**src/design/fnb_pkg.sv**
```systemverilog
// ---------------------------------------------------------------------------
// fnb_pkg: shared types and constants
// Sequencer states, operation codes and fixed widths of the shared units.
// ---------------------------------------------------------------------------
package fnb_pkg;

  localparam int MUL_W     = 32;
  localparam int WIDE_W    = 64;
  localparam int NORM_BITS = 30;

  localparam logic             OP_ADD   = 1'b0;
  localparam logic             OP_CLEAR = 1'b1;
  localparam logic [1:0]       TRI_MODE = 2'd3;

  // normalization window for the largest cross product magnitude
  localparam logic [WIDE_W-1:0] NORM_TOP     = 64'h1 << NORM_BITS;
  localparam logic [WIDE_W-1:0] NORM_BOT     = 64'h1 << (NORM_BITS - 1);
  localparam logic [WIDE_W-1:0] NORM_FAR_TOP = 64'h1 << (NORM_BITS + 4);
  localparam logic [WIDE_W-1:0] NORM_FAR_BOT = 64'h1 << (NORM_BITS - 5);

  typedef enum logic [3:0] {
    ST_IDLE,
    ST_CROSS,
    ST_NORM,
    ST_SQUARE,
    ST_SQRT_GO,
    ST_SQRT_WAIT,
    ST_DIV_GO,
    ST_DIV_WAIT,
    ST_DONE
  } state_t;

endpackage

```
**src/design/fnb_div.sv**
```systemverilog
// ---------------------------------------------------------------------------
// fnb_div: iterative restoring divider
// Quotient of a 64-bit numerator by a 32-bit divisor, one bit per cycle.
// ---------------------------------------------------------------------------
module fnb_div import fnb_pkg::*; #(
  parameter int QW = 17
) (
  input  logic              clk,
  input  logic              rst,
  input  logic              start,
  input  logic [WIDE_W-1:0] num,
  input  logic [MUL_W-1:0]  den,
  output logic              done,
  output logic [QW-1:0]     quo
);

  localparam int CW = $clog2(QW + 1);

  logic [MUL_W:0]   rem;
  logic [QW-1:0]    nlow;
  logic [CW-1:0]    cnt;
  logic [MUL_W:0]   trial;
  logic             fits;
  logic             run;

  assign trial = {rem[MUL_W-1:0], nlow[QW-1]};
  assign fits  = trial >= {1'b0, den};

  // control: count quotient bits
  always_ff @(posedge clk) begin
    if (rst) begin
      run  <= 1'b0;
      done <= 1'b0;
      cnt  <= '0;
    end else begin
      done <= run && (cnt == CW'(1));
      if (start) begin
        run <= 1'b1;
        cnt <= CW'(QW);
      end else if (run) begin
        cnt <= cnt - CW'(1);
        if (cnt == CW'(1)) begin
          run <= 1'b0;
        end
      end
    end
  end

  // datapath: shift in a numerator bit, subtract when it fits
  always_ff @(posedge clk) begin
    if (start) begin
      rem  <= (MUL_W+1)'(num >> QW);
      nlow <= num[QW-1:0];
      quo  <= '0;
    end else if (run) begin
      rem  <= fits ? (trial - {1'b0, den}) : trial;
      nlow <= nlow << 1;
      quo  <= {quo[QW-2:0], fits};
    end
  end

endmodule

```
**config.mk**
```make
export PLATFORM = sky130hd
export DESIGN_NAME = fnb_div
export DESIGN_NICKNAME = d
export VERILOG_FILES = /design/src/design/fnb_pkg.sv /design/src/design/fnb_div.sv
export SDC_FILE = /design/constraint.sdc
export NUM_CORES = 1
export LEC_CHECK = 0
export BUFFER_PORTS_ARGS = -buffer_cell sky130_fd_sc_hd__buf_2
export CORE_ASPECT_RATIO = 0.5
export CORE_MARGIN = 10
export CORE_UTILIZATION = 43
export DETAILED_ROUTE_END_ITERATION = 12
export PLACE_DENSITY = 0.65
export SKIP_LAST_GASP = 1
export SYNTH_ARGS = -nofsm -noshare
export SYNTH_HDL_FRONTEND = slang
export SYNTH_SLANG_ARGS = --single-unit
```
**constraint.sdc**
```tcl
create_clock -name clk -period 3 [get_ports clk]
set_input_delay 0.15 -clock clk [delete_from_list [all_inputs] [get_ports clk]]
set_output_delay 0.15 -clock clk [all_outputs]
set_load 0.02 [all_outputs]
```
==> results_dict.tcl <==
set metrics [dict create \
    cts_buffers 9 \
    async_flop_share_pct 0 \
    crit_type "flip-flop to flip-flop" \
    ys_types 73 \
    yosys_warnings 0 \
    slowest_stage "edfxtp_1" \
    fp.dieW_um 178.7 \
    hold_viol 0 \
    wire_per_inst_um 16.70 \
    ys_seq_elements 73 \
    ys_seq_area_share_pct 36.04 \
    worstMarginPinSlew_ps 649.3 \
    netlist.area_leader.share_pct 27.17 \
    irDropWorstVdd_uv 282.0 \
    fmax_mhz 350.3 \
    grt_usage_pct 16.07 \
    areaGrowthSynthToFinish_pct 21.64 \
    ant_nets 0 \
    vias 4808 \
    crit_chain "inv_1 -> ha_1 -> inv_1 -> fa_2 -> a21oi_2 -> o211ai_1 -> a211o_1 -> a21oi_2 -> o21ai_1 -> a221oi_2 -> xor2_1 -> o221ai_1" \
    min_period_ps 2855 \
    grt_pass1_vias 4749 \
    drive_gt1_share_pct 27.53 \
    final_util_pct 54.67 \
    clock-sinks 73 \
    cts_tree "yes" \
    cpPeakStageDelay_ps 390 \
    hpwl_um 10930 \
    antenna_found_initial 1 \
    finalSetupViolCount 0 \
    synth_nets 727 \
    grt_setup_unrepaired "true" \
    hold_path.class "input pin to flip-flop" \
    initial_core_util_pct 44.94 \
    ctsHoldBuffers 0 \
    layout_common_cells "buf_2 (101), nor2_1 (52), edfxtp_1 (49)" \
    power.density_mw_per_mm2 690.7 \
    dp_worst_setup_slack_ps 69.63 \
    rows 28 \
    end_kind "flip-flop" \
    netlist_area_mm2 0.005416 \
    clock_skew_ps 8.069 \
    clock-root-buffer "clkbuf_16" \
    yosys.area.top_type "edfxtp_1" \
    post-route-period-util_pct 95.16 \
    postSynthAreaPerCell_um2 9.134 \
    drt-pass1-iter-count 5 \
    die-area_mm2 0.01776 \
    slew_headroom_pct 56.67 \
    gp_congestion 0.9268 \
    portBuffers 101 \
    htreeDepth 3 \
    grt_overflow_total 0 \
    drc 0 \
    wl_um 14670 \
    drtIter0Drc 308 \
    routed_via_density 5.476 \
    yosys-top-cells-area "edfxtp_1 (27%), dfxtp_1 (8.9%), ha_1 (7.9%)" \
    final_common_cell "buf_2" \
    finalMaxSlewViolations 0 \
    timing.final.ws_setup_ps 145.2 \
    total_power_mw 4.551 \
    grt_pass1_wl_um 23540 \
    grt_max_degree 57 \
    core_area_mm2 0.01205 \
    drv_cap 0 \
    critical_path.max_fanout 4 \
    dieHeight_um 99.36 \
    layout.nets 841 \
    synthCells 593 \
    design.portCount 117 \
    start_kind "flip-flop" \
    path_clk_slew_ps 70 \
    cts_buffer_depth 2 \
    finalSetupTns_ps 0 \
    clk_latency_ps 340 \
    status "completed" \
    synth_edf_count 49 \
    whs_ps 65.56 \
    arrival_ps 2910 \
    synth_ff_type "edfxtp_1" \
    power_leakage_nw 2.925 \
    required_ps 3060 \
]
final cells by class:
| class | count | area, um^2 |
|---|---|---|
| Tap cell | 165 | 206.4 |
| Sequential cell | 73 | 1952 |
| Clock buffer | 13 | 304.0 |
| Fill cell | 1182 | 5463 |
| Clock inverter | 3 | 26.28 |
| Inverter | 48 | 180.2 |
| Antenna cell | 1 | 2.502 |
| Timing Repair Buffer | 138 | 833.3 |
| Multi-Input combinational cell | 437 | 3084 |
worst paths after layout:
path                          endpoint  cells past startpoint                 start  slack [ps]
setup / recovery     rem[30]$_DFFE_PP_                     12    nlow[16]$_DFFE_PP_         150
hold / removal     cnt[4]$_SDFFE_PP0P_                      2                   rst          70
setup reg to reg     rem[30]$_DFFE_PP_                     12    nlow[16]$_DFFE_PP_         150
hold reg to reg   quo[16]$_SDFFE_PP0P_                      2  quo[16]$_SDFFE_PP0P_         500
power by group:
part | switching [mW] | internal, mW | total [mW]
registers | 0.0806 | 1.27 | 1.35
clock network | 0.455 | 0.719 | 1.17
logic | 1.13 | 0.899 | 2.03
total | 1.66 | 2.89 | 4.55
cells in the mapped netlist, drive strengths merged, types with 4 or more instances:
cell type and instances:
nor2 52, edfxtp 49, inv 48, a21oi 42, nand2 42, ha 34, o21ai 34, dfxtp 24
a31oi 23, nand3 21, xnor2 20, buf 19, mux2i 17, clkbuf 16, mux2 16, a21o 15
nand4 12, nor3 10, o21a 9, xor2 9, o211ai 7, and3 6, o31ai 6, a211o 5
and2 5, o311ai 5, a211oi 4, o21bai 4
worst max-delay path, delay by kind of cell, from the launching register on:
kind | cells | cell delay [ps]
xor+xnor | 1 | 180
buf+inv | 2 | 130
fa+ha+maj | 2 | 510
flops | 1 | 390
compound gates | 7 | 1360
per-layer routing:
| metal | vias up | wire length (um) | track usage [%] |
|---|---|---|---|
| met5 | - | 0 | 0 |
| met4 | 0 | 155 | 3.474 |
| met3 | 11 | 809 | 4.113 |
| met2 | 112 | 6559 | 25.30 |
| met1 | 2276 | 7141 | 21.73 |
| li1 | 2409 | - | - |
sequential cells by signal (all words and copies together), names as in the netlist:
| register | count |
|---|---|
| done | 1 |
| quo | 17 |
| nlow | 17 |
| cnt | 5 |
| rem | 32 |
| run | 1 |
cells by family after synthesis:
family / share of synthesized area [%]
DFF: 36.04
and+or+nand+nor: 14.46
muxes: 6.468
adders and majority gates: 8.224
buffers and inverters: 7.646
xor gates and xnor gates: 4.689
AOI/OAI and AO/OA: 22.48
stage by stage:
step	cells	instance area [um^2]
2_1_floorplan	593	5416
4_1_cts	876	6556
3_5_place_dp	860	6226
3_3_place_gp	860	6226
6_report	878	6589
5_1_grt	877	6586
repair_timing:
action	4_1_cts	5_1_grt
setup buffers	0	1
resized for setup	0	6
setup endpoints to repair	0	6
No activity file was read; power rests on OpenSTA's default activity.
