[config.mk]
export PLATFORM = sky130hd
export DESIGN_NAME = fnb_mul
export DESIGN_NICKNAME = d
export VERILOG_FILES = /design/src/design/fnb_pkg.sv /design/src/design/fnb_mul.sv
export SDC_FILE = /design/constraint.sdc
export NUM_CORES = 2
export LEC_CHECK = 0
export ABC_AREA = 1
export BUFFER_PORTS_ARGS = -buffer_cell sky130_fd_sc_hd__buf_2
export CAP_MARGIN = 30
export CORE_MARGIN = 5
export CORE_UTILIZATION = 40
export DETAILED_ROUTE_END_ITERATION = 7
export GPL_TIMING_DRIVEN = 0
export PLACE_DENSITY_LB_ADDON = 0.25
export SYNTH_ARGS = -nofsm -noshare
export SYNTH_HDL_FRONTEND = slang
export SYNTH_SLANG_ARGS = --single-unit
[constraint.sdc]
create_clock -name clk -period 11.9 [get_ports clk]
set_input_delay 1.19 -clock clk [delete_from_list [all_inputs] [get_ports clk]]
set_output_delay 1.19 -clock clk [all_outputs]
set_load 0.01 [all_outputs]
[src/design/fnb_pkg.sv]
// ---------------------------------------------------------------------------
// fnb_pkg: shared types and constants
// Sequencer states, operation codes and fixed widths of the shared units.
// ---------------------------------------------------------------------------
package fnb_pkg;

  localparam int MUL_W     = 32;
  localparam int WIDE_W    = 64;
  localparam int NORM_BITS = 30;

  localparam logic             OP_ADD   = 1'b0;
  localparam logic             OP_CLEAR = 1'b1;
  localparam logic [1:0]       TRI_MODE = 2'd3;

  // normalization window for the largest cross product magnitude
  localparam logic [WIDE_W-1:0] NORM_TOP     = 64'h1 << NORM_BITS;
  localparam logic [WIDE_W-1:0] NORM_BOT     = 64'h1 << (NORM_BITS - 1);
  localparam logic [WIDE_W-1:0] NORM_FAR_TOP = 64'h1 << (NORM_BITS + 4);
  localparam logic [WIDE_W-1:0] NORM_FAR_BOT = 64'h1 << (NORM_BITS - 5);

  typedef enum logic [3:0] {
    ST_IDLE,
    ST_CROSS,
    ST_NORM,
    ST_SQUARE,
    ST_SQRT_GO,
    ST_SQRT_WAIT,
    ST_DIV_GO,
    ST_DIV_WAIT,
    ST_DONE
  } state_t;

endpackage

[src/design/fnb_mul.sv]
// ---------------------------------------------------------------------------
// fnb_mul: shared multiplier
// Unsigned 32x32 multiply with a registered 64-bit product.
// ---------------------------------------------------------------------------
module fnb_mul import fnb_pkg::*; (
  input  logic              clk,
  input  logic [MUL_W-1:0]  a,
  input  logic [MUL_W-1:0]  b,
  output logic [WIDE_W-1:0] p
);

  // register the product for the next step
  always_ff @(posedge clk) begin
    p <= {{(WIDE_W-MUL_W){1'b0}}, a} * {{(WIDE_W-MUL_W){1'b0}}, b};
  end

endmodule

==> metrics.json <==
{
  "synth.ff_latch_count": {"value": 64},
  "floorplan.die_area": {"value": 99700, "unit": "um^2"},
  "period_share": {"value": 70.3, "unit": "%"},
  "largest_registers": {"value": "p x64"},
  "async_reset_ff_share": {"value": 0, "unit": "%"},
  "dpl-instance-area": {"value": 39700, "unit": "um^2"},
  "post_route_design_area": {"value": 40200, "unit": "um^2"},
  "detail_route.iter0.violations": {"value": 3136},
  "max_slew.worst_pin.slew": {"value": 1130, "unit": "ps"},
  "cts_buffer_depth": {"value": 2},
  "post-place-ws": {"value": 3320, "unit": "ps"},
  "time_the_final_worst_path_needs_with_i_o_delays_and_setup": {"value": 8360, "unit": "ps"},
  "detailroute.via_count": {"value": 31300},
  "critPathTopFamily": {"value": "adder cells"},
  "holdBufCountCts": {"value": 0},
  "globalRouteOverflowTotal": {"value": 0},
  "top_level_ports": {"value": 129},
  "holdPathEnd": {"value": "p[0]"},
  "arrival": {"value": 8560, "unit": "ps"},
  "number_of_antenna_violations_at_the_first_check_in_global_routing": {"value": 6},
  "final_gp_congestion": {"value": 1.01},
  "cts.reportedPaths.clkPinSlew": {"value": 60, "unit": "ps"},
  "buffer_and_inverter_count_on_the_worst_path": {"value": 6},
  "ys.warnings.count": {"value": 0},
  "detailedPlacementHpwl": {"value": 123000, "unit": "um"},
  "setup.worst_path.start_class": {"value": "input port"},
  "cts.htree.levels": {"value": 3},
  "synth_top_flop_cell": {"value": "dfxtp_1"},
  "maxSlewHeadroom": {"value": 24.4, "unit": "%"},
  "setup_total_negative_slack": {"value": 0, "unit": "ps"},
  "root_driver": {"value": "clkbuf_16"},
  "timing.critical_path.to_type": {"value": "flip-flop"},
  "flow.area_growth_from_synthesis": {"value": 7.48, "unit": "%"},
  "synthesized_area_per_cell": {"value": 7.45, "unit": "um^2"},
  "wl_per_cell": {"value": 21.5, "unit": "um"},
  "yosys.cell_types.count": {"value": 23},
  "crit_path_max_incr_delay": {"value": 800, "unit": "ps"},
  "antenna_violating_nets_post_route": {"value": 0},
  "worstSetupPathType": {"value": "input port to flip-flop"},
  "wire_length_of_the_first_global_routing_pass": {"value": 206000, "unit": "um"},
  "netlist.area_leader.share": {"value": 48.0, "unit": "%"},
  "post_cts.repair.setup_buffers": {"value": 0},
  "layout.filler_cells": {"value": 9859},
  "final-setup-viol-count": {"value": 0},
  "fraction_of_final_layout_cells_with_drive_strength_greater_than_1": {"value": 4.36, "unit": "%"},
  "worstPathCellList": {"value": "buf_2 -> clkbuf_1 -> nand2_1 -> fa_1 -> inv_1 -> fa_1 -> inv_1 -> fa_1 -> inv_1 -> fa_1 -> fa_1 -> fa_1 -> fa_1 -> fa_1 -> ha_1 -> nand2_1 -> nor2_1 -> inv_2 -> nor2_1 -> a21oi_1 -> nand2_2 -> nand2_1 -> nand3_1 -> nand2_1"},
  "hold_path_startpoint": {"value": "b[0]"},
  "ctsResizeCount": {"value": 0},
  "chipHeight": {"value": 316, "unit": "um"},
  "critical_path.slowest_cell": {"value": "clkbuf_1"},
  "rows": {"value": 112},
  "worst_path_most_repeated_cell": {"value": "fa_1"},
  "finalNetCount": {"value": 6405},
  "clock_sinks": {"value": 64},
  "drt-vias-per-instance": {"value": 4.86},
  "registers.top_by_ff_count": {"value": "p"},
  "route.final.wire_length": {"value": 138000, "unit": "um"},
  "critPathRequiredTime": {"value": 12090, "unit": "ps"},
  "synth_area": {"value": 37400, "unit": "um^2"},
  "grt.total_usage": {"value": 28.1, "unit": "%"},
  "core_area": {"value": 93000, "unit": "um^2"},
  "yosys.area.top_type": {"value": "fa_1"},
  "grt_max_degree": {"value": 11},
  "io_buffer_count": {"value": 128},
  "tritoncts_buffers": {"value": 9},
  "drv.max_cap_violation_count": {"value": 0},
  "postSynthCellCount": {"value": 5023},
  "drv_slew": {"value": 0},
  "number_of_global_route_vias_before_repair": {"value": 32100},
  "synth_edf_count": {"value": 0},
  "post_synth_main_area_contributors": {"value": "fa_1 48%, inv_1 17%, nand2_1 16%, ha_1 8.8%, dfxtp_1 3.4%"},
  "most_common_cell_in_the_synthesized_netlist": {"value": "inv_1"},
  "firstDrtPassIters": {"value": 8},
  "crit_path_max_fanout": {"value": 10},
  "outcome": {"value": "complete, no violations"},
  "synth_cell_count_leaders": {"value": "1723 x inv_1, 1566 x nand2_1, 896 x fa_1, 263 x ha_1, 192 x clkbuf_1"},
  "yosysSeqAreaShare": {"value": 3.43, "unit": "%"},
  "holdCritPathClass": {"value": "input port to flip-flop"},
  "rsz0062_at_grt": {"value": "no"},
  "tritoncts_clock_tree": {"value": "yes"},
  "hold_viol_final": {"value": 0},
  "synth.net_count": {"value": 6247},
  "largest_register_ffs": {"value": 64},
  "drc": {"value": 0},
  "hold_depth": {"value": 3},
  "die-width": {"value": 316, "unit": "um"},
  "worst_slack": {"value": 3540, "unit": "ps"},
  "max_freq": {"value": 120, "unit": "MHz"},
  "initial_core_utilization": {"value": 40.2, "unit": "%"}
}
## metal layers
layer / vias to the layer above / global-route usage, % / share of wire (%)
met5: - / 0 / 0
met3: 269 / 5.19 / 9.6
met1: 15600 / 38.8 / 41
met2: 1444 / 44.3 / 45
li1: 14000 / - / -
met4: 0 / 10.9 / 4.7
## final cells by class
cell class / count / area [um^2] / area share, %
flip-flops and latches: 64 / 1280 / 3.19
diodes: 2 / 5.00 / 0.0125
clock inverters: 2 / 35.0 / 0.0872
multi-input cells: 3032 / 28900 / 71.9
plain buffers: 192 / 721 / 1.79
clock buffers: 14 / 284 / 0.707
repair buffers: 147 / 903 / 2.25
well taps: 1254 / 1570 / 3.90
inverters: 1735 / 6510 / 16.2
## per-stage QoR
step / hold slack, ps / utilization [%] / instances
floorplan: 1290 / - / 5023
global placement: 1530 / 42.6 / 6405
detailed placement: 1530 / 42.7 / 6414
CTS: 1170 / 43.0 / 6430
global route: 1170 / 43.2 / 6442
finish: 1190 / 43.2 / 6442
## worst max path at each step
stage,start,to,slack [ps],cells after the start
after floorplan,a[25],p[60],4900,26
after global placement,b[25],p[31],3330,22
after detailed placement,b[25],p[63],3320,24
after CTS,b[25],p[63],3650,24
after global routing,a[25],p[60],3340,27
final,b[25],p[63],3540,24
## kinds of logic after synthesis
logic type | after synthesis | share of synthesized area (%)
DFF | 64 | 3.43
AOI/OAI and AO/OA | 57 | 0.853
and+or+nand+nor | 1781 | 18.8
adders and majority gates | 1159 | 56.8
buffers and inverters | 1927 | 19.3
xor gates and xnor gates | 35 | 0.820
## layout by cell type (no fill, tap or decap)
cell type	n
nor2_1	81
inv_2	12
nor3_4	1
clkinv_2	1
a21oi_1	43
o21ai_0	2
inv_1	1723
clkbuf_1	193
nand3_1	56
clkbuf_8	4
nand3_2	9
fa_1	896
diode_2	2
buf_8	13
nor2_2	14
o21bai_1	11
clkbuf_16	9
xor2_1	33
xnor2_1	2
nor2_4	6
nand2_2	15
buf_2	128
bufinv_16	1
ha_1	263
buf_6	6
nor3_1	11
nand4_1	16
nand2_1	1566
o21bai_2	1
nor3_2	6
dfxtp_1	64
Power is left out: the tool's default activity adds up to more than one toggle a clock period on the data nets, which glitch-free logic cannot reach.
