`src/design/fnb_pkg.sv`:
```
// ---------------------------------------------------------------------------
// fnb_pkg: shared types and constants
// Sequencer states, operation codes and fixed widths of the shared units.
// ---------------------------------------------------------------------------
package fnb_pkg;

  localparam int MUL_W     = 32;
  localparam int WIDE_W    = 64;
  localparam int NORM_BITS = 30;

  localparam logic             OP_ADD   = 1'b0;
  localparam logic             OP_CLEAR = 1'b1;
  localparam logic [1:0]       TRI_MODE = 2'd3;

  // normalization window for the largest cross product magnitude
  localparam logic [WIDE_W-1:0] NORM_TOP     = 64'h1 << NORM_BITS;
  localparam logic [WIDE_W-1:0] NORM_BOT     = 64'h1 << (NORM_BITS - 1);
  localparam logic [WIDE_W-1:0] NORM_FAR_TOP = 64'h1 << (NORM_BITS + 4);
  localparam logic [WIDE_W-1:0] NORM_FAR_BOT = 64'h1 << (NORM_BITS - 5);

  typedef enum logic [3:0] {
    ST_IDLE,
    ST_CROSS,
    ST_NORM,
    ST_SQUARE,
    ST_SQRT_GO,
    ST_SQRT_WAIT,
    ST_DIV_GO,
    ST_DIV_WAIT,
    ST_DONE
  } state_t;

endpackage

```
`src/design/fnb_sqrt.sv`:
```
// ---------------------------------------------------------------------------
// fnb_sqrt: iterative integer square root
// Floor square root of a 64-bit value, one result bit per cycle.
// ---------------------------------------------------------------------------
module fnb_sqrt import fnb_pkg::*; (
  input  logic              clk,
  input  logic              rst,
  input  logic              start,
  input  logic [WIDE_W-1:0] x,
  output logic              done,
  output logic [MUL_W-1:0]  root
);

  logic [WIDE_W-1:0] rem;
  logic [WIDE_W-1:0] r;
  logic [WIDE_W-1:0] bitv;
  logic [WIDE_W-1:0] trial;
  logic              run;

  assign trial = r + bitv;
  assign root  = r[MUL_W-1:0];

  // control: run for one step per bit pair
  always_ff @(posedge clk) begin
    if (rst) begin
      run  <= 1'b0;
      done <= 1'b0;
    end else begin
      done <= run && bitv[0];
      if (start) begin
        run <= 1'b1;
      end else if (run && bitv[0]) begin
        run <= 1'b0;
      end
    end
  end

  // datapath: subtract trial value when it fits
  always_ff @(posedge clk) begin
    if (start) begin
      rem  <= x;
      r    <= '0;
      bitv <= 64'h1 << (WIDE_W - 2);
    end else if (run) begin
      if (rem >= trial) begin
        rem <= rem - trial;
        r   <= (r >> 1) + bitv;
      end else begin
        r   <= r >> 1;
      end
      bitv <= bitv >> 2;
    end
  end

endmodule

```
`config.mk`:
```
export PLATFORM = sky130hd
export DESIGN_NAME = fnb_sqrt
export DESIGN_NICKNAME = d
export VERILOG_FILES = /design/src/design/fnb_pkg.sv /design/src/design/fnb_sqrt.sv
export SDC_FILE = /design/constraint.sdc
export NUM_CORES = 1
export LEC_CHECK = 0
export BUFFER_PORTS_ARGS = -buffer_cell sky130_fd_sc_hd__buf_2
export CAP_MARGIN = 20
export CORE_UTILIZATION = 65
export CTS_BUF_LIST = sky130_fd_sc_hd__clkbuf_8
export CTS_CLUSTER_SIZE = 30
export DETAILED_ROUTE_END_ITERATION = 6
export PLACE_DENSITY = 0.89
export SLEW_MARGIN = 20
export SYNTH_ARGS = -nofsm -noshare
export SYNTH_HDL_FRONTEND = slang
export SYNTH_SLANG_ARGS = --single-unit
export TNS_END_PERCENT = 20
```
`constraint.sdc`:
```
create_clock -name clk -period 17.2 [get_ports clk]
set_clock_uncertainty 0.2 [all_clocks]
set_input_delay 0.86 -clock clk [delete_from_list [all_inputs] [get_ports clk]]
set_output_delay 0.86 -clock clk [all_outputs]
set_load 0.05 [all_outputs]
```
==> results.ini <==
[setup_path]
startpoint_type = flop
worst-endpoint-required_ns = 17.12
crit_path_max_fo = 73
criticalPathCategory = reg -> reg
worst-endpoint-arrival_ns = 7.45
endpoint_kind = flop

[timing]
worstMarginPinSlew_ns = 1.054
worst_hold_slack_after_final_layout_ns = 0.3379
post_layout_minimum_cycle_time_ns = 7.536
report.final.slew_viol_count = 0
slew-limit-headroom_pct = 28.85
timing.fmax_mhz = 132.7
report.final.hold_viol_count = 0
tns_ns = 0
setup_repair_after_global_routing_missed_its_margin = false
finalWorstSetupSlack_ns = 9.664
min_period_over_period_pct = 43.82
setup_viol = 0

[route]
num_vias = 15170
routed_wirelength_um = 43670
route.detailed.wl_per_inst_um = 19.31
detail_route.iter0.violations = 1621
drt.antenna.violating_nets = 0
first_pass_iters = 6
vias_per_cell = 6.708
drt_drc = 0

[placement]
globalplace.congestion = 0.9594
place_hpwl_um = 32210
place.port_buffers = 99
place.detailed.instances = 2229
post-place-ws_ns = 9.870
dpl_cell_area_um2 = 15610

[power]
total_power_density_per_cell_area_nw_per_um2 = 152.0
switching_share_pct = 48.48
power.share.combinational_pct = 61.0
relative_contribution_of_the_clock_network_to_total_power_pct = 13.8
worst_ir_drop_on_vdd_v = 0.0001758
cell_leakage_power_nw = 6.309
power_report.internal_total_mw = 1.258
post-layout-total-power_mw = 2.442
power_frac_seq_pct = 25.2
switching_power_mw = 1.184

[floorplanning]
dieArea_um2 = 24170
io_pins = 100
core_um2 = 22850
core.rowCount = 55
die_h_um = 155.5
die_x_um = 155.5
start_util_pct = 67.01

[clock_tree]
h_tree_lvl_count = 4
postCtsSetupBuffers = 0
cts.hold.buffers_added = 0
clock_tree_from_tritoncts = yes
cts_max_path_buffers = 2
worst_setup_hold_path_clk_slew_ns = 0.10
post_cts_resize_count = 0
cts_buffers = 17
worst_skew_pair.late_latency_ns = 0.48
clock-sinks = 162
cts-root-buf = clkbuf_8

[job]
max_cap_viol_count = 0

[yosys]
area_share_of_the_leading_cell_type_in_the_synthesized_netlist_pct = 12.81
yosys.cell_types.count = 86
yosysSeqAreaShare_pct = 25.37
yosysWarnings = 0
synth_common_cells = nand2_1, nor2_1, o21ai_0
synth.avg_cell_area_um2 = 7.855
number_of_enable_flip_flop_cells_after_synthesis = 64
syn_inst = 1949
ys_seq_elements = 162
postSynth.topFlopCell = dfxtp_1
post_synth_instance_area_um2 = 15310
synthMostInstantiatedCell = nand2_1
post_synth_arst_share_pct = 0
syn_nets = 2147
yosys-top-cells-area = dfxtp_1, edfxtp_1, ha_1
yosys.area.top_type = dfxtp_1

[finish]
finish.cell_count_without_fillers = 2261
n_fill_cell = 1862
layout_nets = 2133
final_area_um2 = 16070
fin_util_pct = 70.33
areaGrowthSynthToFinish_pct = 4.961
drive_above_1_share_pct = 9.805
antenna_cells_inserted = 0

[outcome]
status = finished clean

[global_routing]
grt_first_pass_wirelength_um = 69990
maximum_number_of_pins_on_one_net_before_global_route_repair = 95
grt_overflow_total = 0
antenna_found_initial = 0
track_usage_pct = 35.92
grt_pass1_vias = 13860

[hold_path]
hold_class = in -> reg

## power groups by stage
| stage | sequential [mW] | combinational [mW] | clock, mW |
|---|---|---|---|
| 6_report | 0.615 | 1.49 | 0.337 |
| 5_1_grt | 0.624 | 1.62 | 0.350 |
| 4_1_cts | 0.610 | 1.45 | 0.337 |
| 3_5_place_dp | 0.618 | 1.44 | 0 |
| 3_3_place_gp | 0.616 | 1.41 | 0 |
| 2_1_floorplan | 0.582 | 1.16 | 0 |
## placed cells by master (no fill, tap or decap), types with 13 or more instances in the layout
cell / synthesis / routed
dfxtp_1: 98 / 97
o211ai_1: 16 / 16
o21ai_0: 144 / 143
a31oi_1: 63 / 63
ha_1: 130 / 130
inv_1: 48 / 50
a21o_1: 54 / 54
o21a_1: 19 / 19
and2_1: 14 / 14
a31o_2: 16 / 16
xor2_1: 71 / 71
nor2_1: 193 / 193
clkbuf_8: 0 / 18
nor3_1: 30 / 30
buf_2: 9 / 98
nor2b_1: 14 / 14
nand4_1: 47 / 47
and3_1: 13 / 13
nand2_1: 219 / 219
mux2i_1: 50 / 50
xnor2_1: 76 / 76
or3_1: 15 / 15
edfxtp_1: 64 / 64
a311oi_1: 17 / 17
a211oi_1: 42 / 42
o21bai_1: 29 / 29
nand3_1: 37 / 37
a21oi_1: 136 / 136
## sequential cells by signal, summed over array words and instances, names as in the netlist
| register | count |
|---|---|
| bitv | 32 |
| done | 1 |
| r | 64 |
| rem | 64 |
| run | 1 |
## cell type report
class | count | area, µm² | share of cell area (%)
multi-input combinational | 1599 | 10600 | 65.94
sequential | 162 | 3887 | 24.19
timing repair buffer | 106 | 554.3 | 3.449
tap | 313 | 391.6 | 2.437
clock buffer | 18 | 247.7 | 1.542
clock inverter | 14 | 207.7 | 1.293
inverter | 49 | 183.9 | 1.145
## cells by family (layout without fill, tap and decap cells)
family,Yosys count,after routing,synth area share [%]
muxes,61,61,4.078
xor gates and xnor gates,147,147,8.410
adders and majority gates,131,131,10.76
buffers and inverters,188,187,5.541
DFF,162,162,25.37
AOI/OAI and AO/OA,641,641,27.55
and+or+nand+nor,619,619,18.30
## path summary, 6_finish.rpt
check	start	endpoint	slack [ns]	depth (start not counted)
hold reg to reg	bitv[0]$_SDFFE_PP0P_	done$_SDFF_PP0_	0.35	2
setup reg to reg	r[2]$_SDFFE_PP0P_	rem[13]$_DFFE_PP_	9.66	20
hold / removal	rst	run$_SDFFE_PP0P_	0.34	2
setup / recovery	r[2]$_SDFFE_PP0P_	rem[13]$_DFFE_PP_	9.66	20
## critical path, stage by stage (launching register included)
cell	delay, ns
dfxtp_1	0.37
ha_1	0.35
a31oi_1	0.13
o21bai_1	0.23
a31oi_1	0.20
o21ai_1	0.58
a41oi_1	0.31
o21ai_0	0.59
a21oi_1	0.22
xor2_1	0.20
ha_1	0.45
nand2_1	0.11
nor2_1	0.22
nand3_1	0.15
nor3_1	0.25
o21ai_0	0.17
a311oi_2	0.45
o21ai_4	0.09
buf_4	0.35
o21ai_4	0.86
buf_4	0.60
## layer usage
metal	share of wire, %	global-route usage, %	vias to the layer above
met1	43	49.97	7090
met2	44	55.18	848
li1	-	-	7126
met4	3.0	13.45	0
met3	10	6.657	102
met5	0	0	-
No activity file was read; power rests on OpenSTA's default activity.
